[src/rtl/linear_probe_hash_set_unit_macros.svh]
// Assertion macros shared by the hash set unit RTL.
`ifndef LINEAR_PROBE_HASH_SET_UNIT_MACROS_SVH
`define LINEAR_PROBE_HASH_SET_UNIT_MACROS_SVH

`ifndef SYNTH
// Same-cycle implication: when ante holds, cons holds.
`define LPHS_ASSERT_IMP(label, clk, rst, ante, cons) \
  label: assert property (@(posedge clk) disable iff (rst) (ante) |-> (cons)) \
    else $error("lphs: assertion failed");
// Next-cycle implication: when ante holds, cons holds in the cycle after.
`define LPHS_ASSERT_NEXT(label, clk, rst, ante, cons) \
  label: assert property (@(posedge clk) disable iff (rst) (ante) |=> (cons)) \
    else $error("lphs: assertion failed");
`else
`define LPHS_ASSERT_IMP(label, clk, rst, ante, cons)
`define LPHS_ASSERT_NEXT(label, clk, rst, ante, cons)
`endif

`endif

[src/rtl/lphs_pkg.sv]
// Shared widths, operation codes and types for the hash set unit.
package lphs_pkg;

  localparam int OP_W    = 3;
  localparam int KEY_W   = 32;
  localparam int HASH_W  = 32;
  localparam int START_W = 11;
  localparam int SLOT_W  = 10;
  localparam int COUNT_W = 10;

  localparam logic [COUNT_W-1:0] LIMIT_RESET = 10'd768;

  localparam logic [OP_W-1:0] OP_INSERT  = 3'd0;
  localparam logic [OP_W-1:0] OP_LOOKUP  = 3'd1;
  localparam logic [OP_W-1:0] OP_REMOVE  = 3'd2;
  localparam logic [OP_W-1:0] OP_CLEAR   = 3'd3;
  localparam logic [OP_W-1:0] OP_ITERATE = 3'd4;

  // Verdict on one examined slot.
  typedef struct packed {
    logic found;    // key matched, or occupied slot when iterating
    logic is_free;  // never used or tombstone, usable by insert
    logic stop;     // walk ends at this slot
  } slot_chk_t;

endpackage

[src/rtl/lphs_slot_check.sv]
// Slot examiner: key compare and stop decision for one slot of the walk.
module lphs_slot_check #(
  parameter int KEY_BITS = 32
) (
  input  logic                occupied,
  input  logic                tombstone,
  input  logic [KEY_BITS-1:0] stored_key,
  input  logic [KEY_BITS-1:0] key,
  input  logic                scan_mode,
  input  logic                last_slot,
  output lphs_pkg::slot_chk_t chk
);
  import lphs_pkg::*;

  logic key_match;

  assign key_match = (stored_key == key);

  always_comb begin
    chk = '0;
    if (scan_mode) begin
      chk.found = occupied;
      chk.stop  = occupied || last_slot;
    end else begin
      chk.found   = occupied && key_match;
      chk.is_free = !occupied;
      // a never-used slot ends the chain; a tombstone does not
      chk.stop    = chk.found || (!occupied && !tombstone) || last_slot;
    end
  end
endmodule

[config.mk]
export PLATFORM = sky130hd
export DESIGN_NAME = lphs_slot_check
export DESIGN_NICKNAME = d
export VERILOG_FILES = /design/src/rtl/linear_probe_hash_set_unit_macros.svh /design/src/rtl/lphs_pkg.sv /design/src/rtl/lphs_slot_check.sv
export SDC_FILE = /design/constraint.sdc
export NUM_CORES = 1
export LEC_CHECK = 0
export ABC_AREA = 1
export BUFFER_PORTS_ARGS = -buffer_cell sky130_fd_sc_hd__buf_2
export CORE_MARGIN = 2
export CORE_UTILIZATION = 33
export DETAILED_ROUTE_END_ITERATION = 16
export PLACE_DENSITY = 0.85
export SETUP_SLACK_MARGIN = 0.1
export SYNTH_ARGS = -nofsm -noshare
export SYNTH_HDL_FRONTEND = slang
export SYNTH_SLANG_ARGS = --single-unit
[constraint.sdc]
create_clock -name vclk -period 1.4
set_clock_uncertainty 0.15 [all_clocks]
set_input_delay 0.28 -clock vclk [all_inputs]
set_output_delay 0.28 -clock vclk [all_outputs]
set_load 0.01 [all_outputs]
* After elaboration in Yosys (flattened, before gate mapping)
Index checks and enable logic that the tools add are counted.
** Word-level totals
- Output and inout bits :: 3
- Flip-flop bits (word level) :: 0
** Cells by class
- Eq/ne operators :: 1
- Reductions and logical operators :: 7
- Muxes and demuxes :: 3
** Operators by type and width (count)
- equality test 32 bit :: 1
- logical OR 1 bit :: 3
- two-way mux 1 bit :: 3
- logical AND 1 bit :: 2
- logical NOT 1 bit :: 2

* Longest topological paths before layout
- Depth in word-level cells :: 5
- Mapped depth :: 11
- Gate-level depth less buffers :: 11

* Worst setup path before layout
No wires, ideal clock.
- Path type :: in2out
- Start :: input port key[4]
- End :: output port chk[0] (netlist bit)
- Data arrival time :: 0.923 ns
- Data required time :: 0.970 ns
- Stages on the path :: 9
- Path slack :: 0.047 ns
- Buffers on the path :: 0
- Path through :: xnor2_1 -> nand2_1 -> nor2_1 -> nand2_1 -> nor2_1 -> nand2_1 -> nand2_1 -> nand2_1 -> nand2_1
** RTL lines
- from (decl) :: RTL line lphs_slot_check.sv:8 : input logic [KEY_BITS-1:0] key,
- to (decl) :: RTL line lphs_slot_check.sv:11 : output lphs_pkg::slot_chk_t chk

==> results.ini <==
[global_routing]
grtUsageMet1=0.148
met2_usage=0.400
busiest_layer=met2
overflow=0
grt_pass1_wl_mm=2.63
globalRouteTotalUtil=0.170
grt_max_degree=3
grt_pass1_vias=764
antenna_found_initial=0
grt_use_met3=0.0208

[setup_path]
start_kind=input pin
critPathKind=input pin to output pin
startpoint=stored_key[7]
crit_path_max_fanout=2
crit_arrival_ns=1.25
crit_required_ns=0.97
critPathCaptureType=output pin

[detailed_routing]
via_per_inst=4.29
postRouteWirelength_mm=1.80
drtAntennaViolNets=0
wire_per_inst_um=9.26
drtIter0Drc=3
drt_first_pass_iters=3
post-route-drc-count=0
vias=832

[yosys]
synth_top_family_by_area=simple AND/OR/NAND/NOR gates
syn_area_um2=518
yosysMostFrequentCell=nand2_1
yosys.area_share.adder=0
synth_nets=175
muxShareOfSynthArea=0
yosys_warnings=0
synth_xor_area_frac=0.389
yosys.area.top_type=xnor2_1
ys_seq_area_frac=0
yosys.area_share.simple=0.449
synth_area_leaders=xnor2_1, nand2_1, inv_1
synth_top_area_frac=0.389
postSynthCellCount=107
synth_compound_area_frac=0.00966
synthTopCellsByCount=nand2_1, xnor2_1, inv_1, nor2_1, a21oi_1
avgSynthCellArea_um2=4.84
ys_types=5

[hold_path]
hold_depth=3
min_path_type=input pin to output pin
hold_end=chk[1]
min-delay-start=scan_mode

[run_status]
violations=negative setup slack
outcome=complete, but fails checks

[die]
dieWidth_um=43.6
start_util=0.348
row_count=14
fp.dieH_um=43.6
ios=71
dieArea_um2=1900
core_region_area_um2=1490

[place]
dp_slack_ns=-0.293
portBuffers=71
gp_congestion=0.629
dp_hpwl_mm=1.49

[layout]
multi_input_area_um2=507
seqCellArea_um2=0
areaGrowthSynthToFinish_pct=96.4
clock_buffers=0
flops_and_latches=0
fillers=140
num_antenna_cells=0
num-nets-final=248
drive_above_1_share=0.506

[sta]
min_period_ns=1.68
fin_ws_ns=-0.279
slew_headroom=0.876
final_hold_viol_count=0
fin_setup_tns_ns=-0.545
maxSlewViolCount=0
post-route-period-util=1.20
rsz0062_at_grt=yes
max_freq_mhz=596
tightest_slew_ns=0.186
setup_violations=2

[cts]
post_cts_buffers=0
ctsHoldBuffers=0

[pwr]
vdd_drop_max_mv=0.120
p_leak_nw=0.631
total_power_mw=0.288
power.density_nw_per_um2=283

[flow_run]
max-cap-violations=0

power breakdown:
part           internal, mW  total (mW)  switching (mW)  leakage, nW
logic                 0.171       0.288           0.117        0.631
clock network             0           0               0            0
registers                 0           0               0            0
total                 0.171       0.288           0.117        0.631
cell type report:
type                       count  area share
multi-input combinational     86       0.498
timing repair buffer          71       0.405
inverter                      21      0.0775
tap                           16      0.0197
critical path, cell delays in order:
cell     delay (ns)
buf_2          0.11
xnor2_1        0.17
nand2_1        0.07
nor2_1         0.10
nand2_1        0.07
nor2_1         0.10
nand2_1        0.06
nand2_1        0.07
nand2_2        0.07
nand2_2        0.06
buf_6          0.09
metal layers:
metal,routed length (um),vias up,share of wire
li1,-,444,-
met1,553,342,0.31
met2,1030,46,0.57
met3,211,0,0.12
met4,0,0,0
met5,0,-,0
how the worst max path moves through the flow:
stage / cells past startpoint / to / slack, ns
after floorplan: 9 / chk[0] / 0.06
after global placement: 11 / chk[0] / -0.24
after detailed placement: 11 / chk[0] / -0.29
after CTS: 11 / chk[0] / -0.25
after global routing: 11 / chk[0] / -0.45
final: 11 / chk[0] / -0.28
per-stage QoR:
stage,instance area (um2),hold slack (ns),util,cells
after floorplan,538,0.460,-,107
after global placement,913,0.664,0.613,194
after detailed placement,913,0.673,0.613,194
after CTS,953,0.673,0.640,194
after global routing,1020,0.692,0.683,194
final,1020,0.675,0.683,194
cell usage in the layout (no fill, tap or decap):
cell	n
nand2_1	45
buf_2	62
buf_6	9
a21oi_1	1
xnor2_1	16
inv_1	15
xnor2_2	7
nor2_1	11
inv_2	6
nand2_2	6
cell families after synthesis:
group,after synthesis
buf+inv,21
compound gates,1
xor+xnor,23
simple gates,62
repair_timing:
action                     CTS  global route
setup endpoints to repair    2             2
hold endpoints to repair     0             0
pin swaps                   11            15
gates cloned                 0             0
resized for setup            6            17
Note: power is estimated with default switching activity, not from simulation.
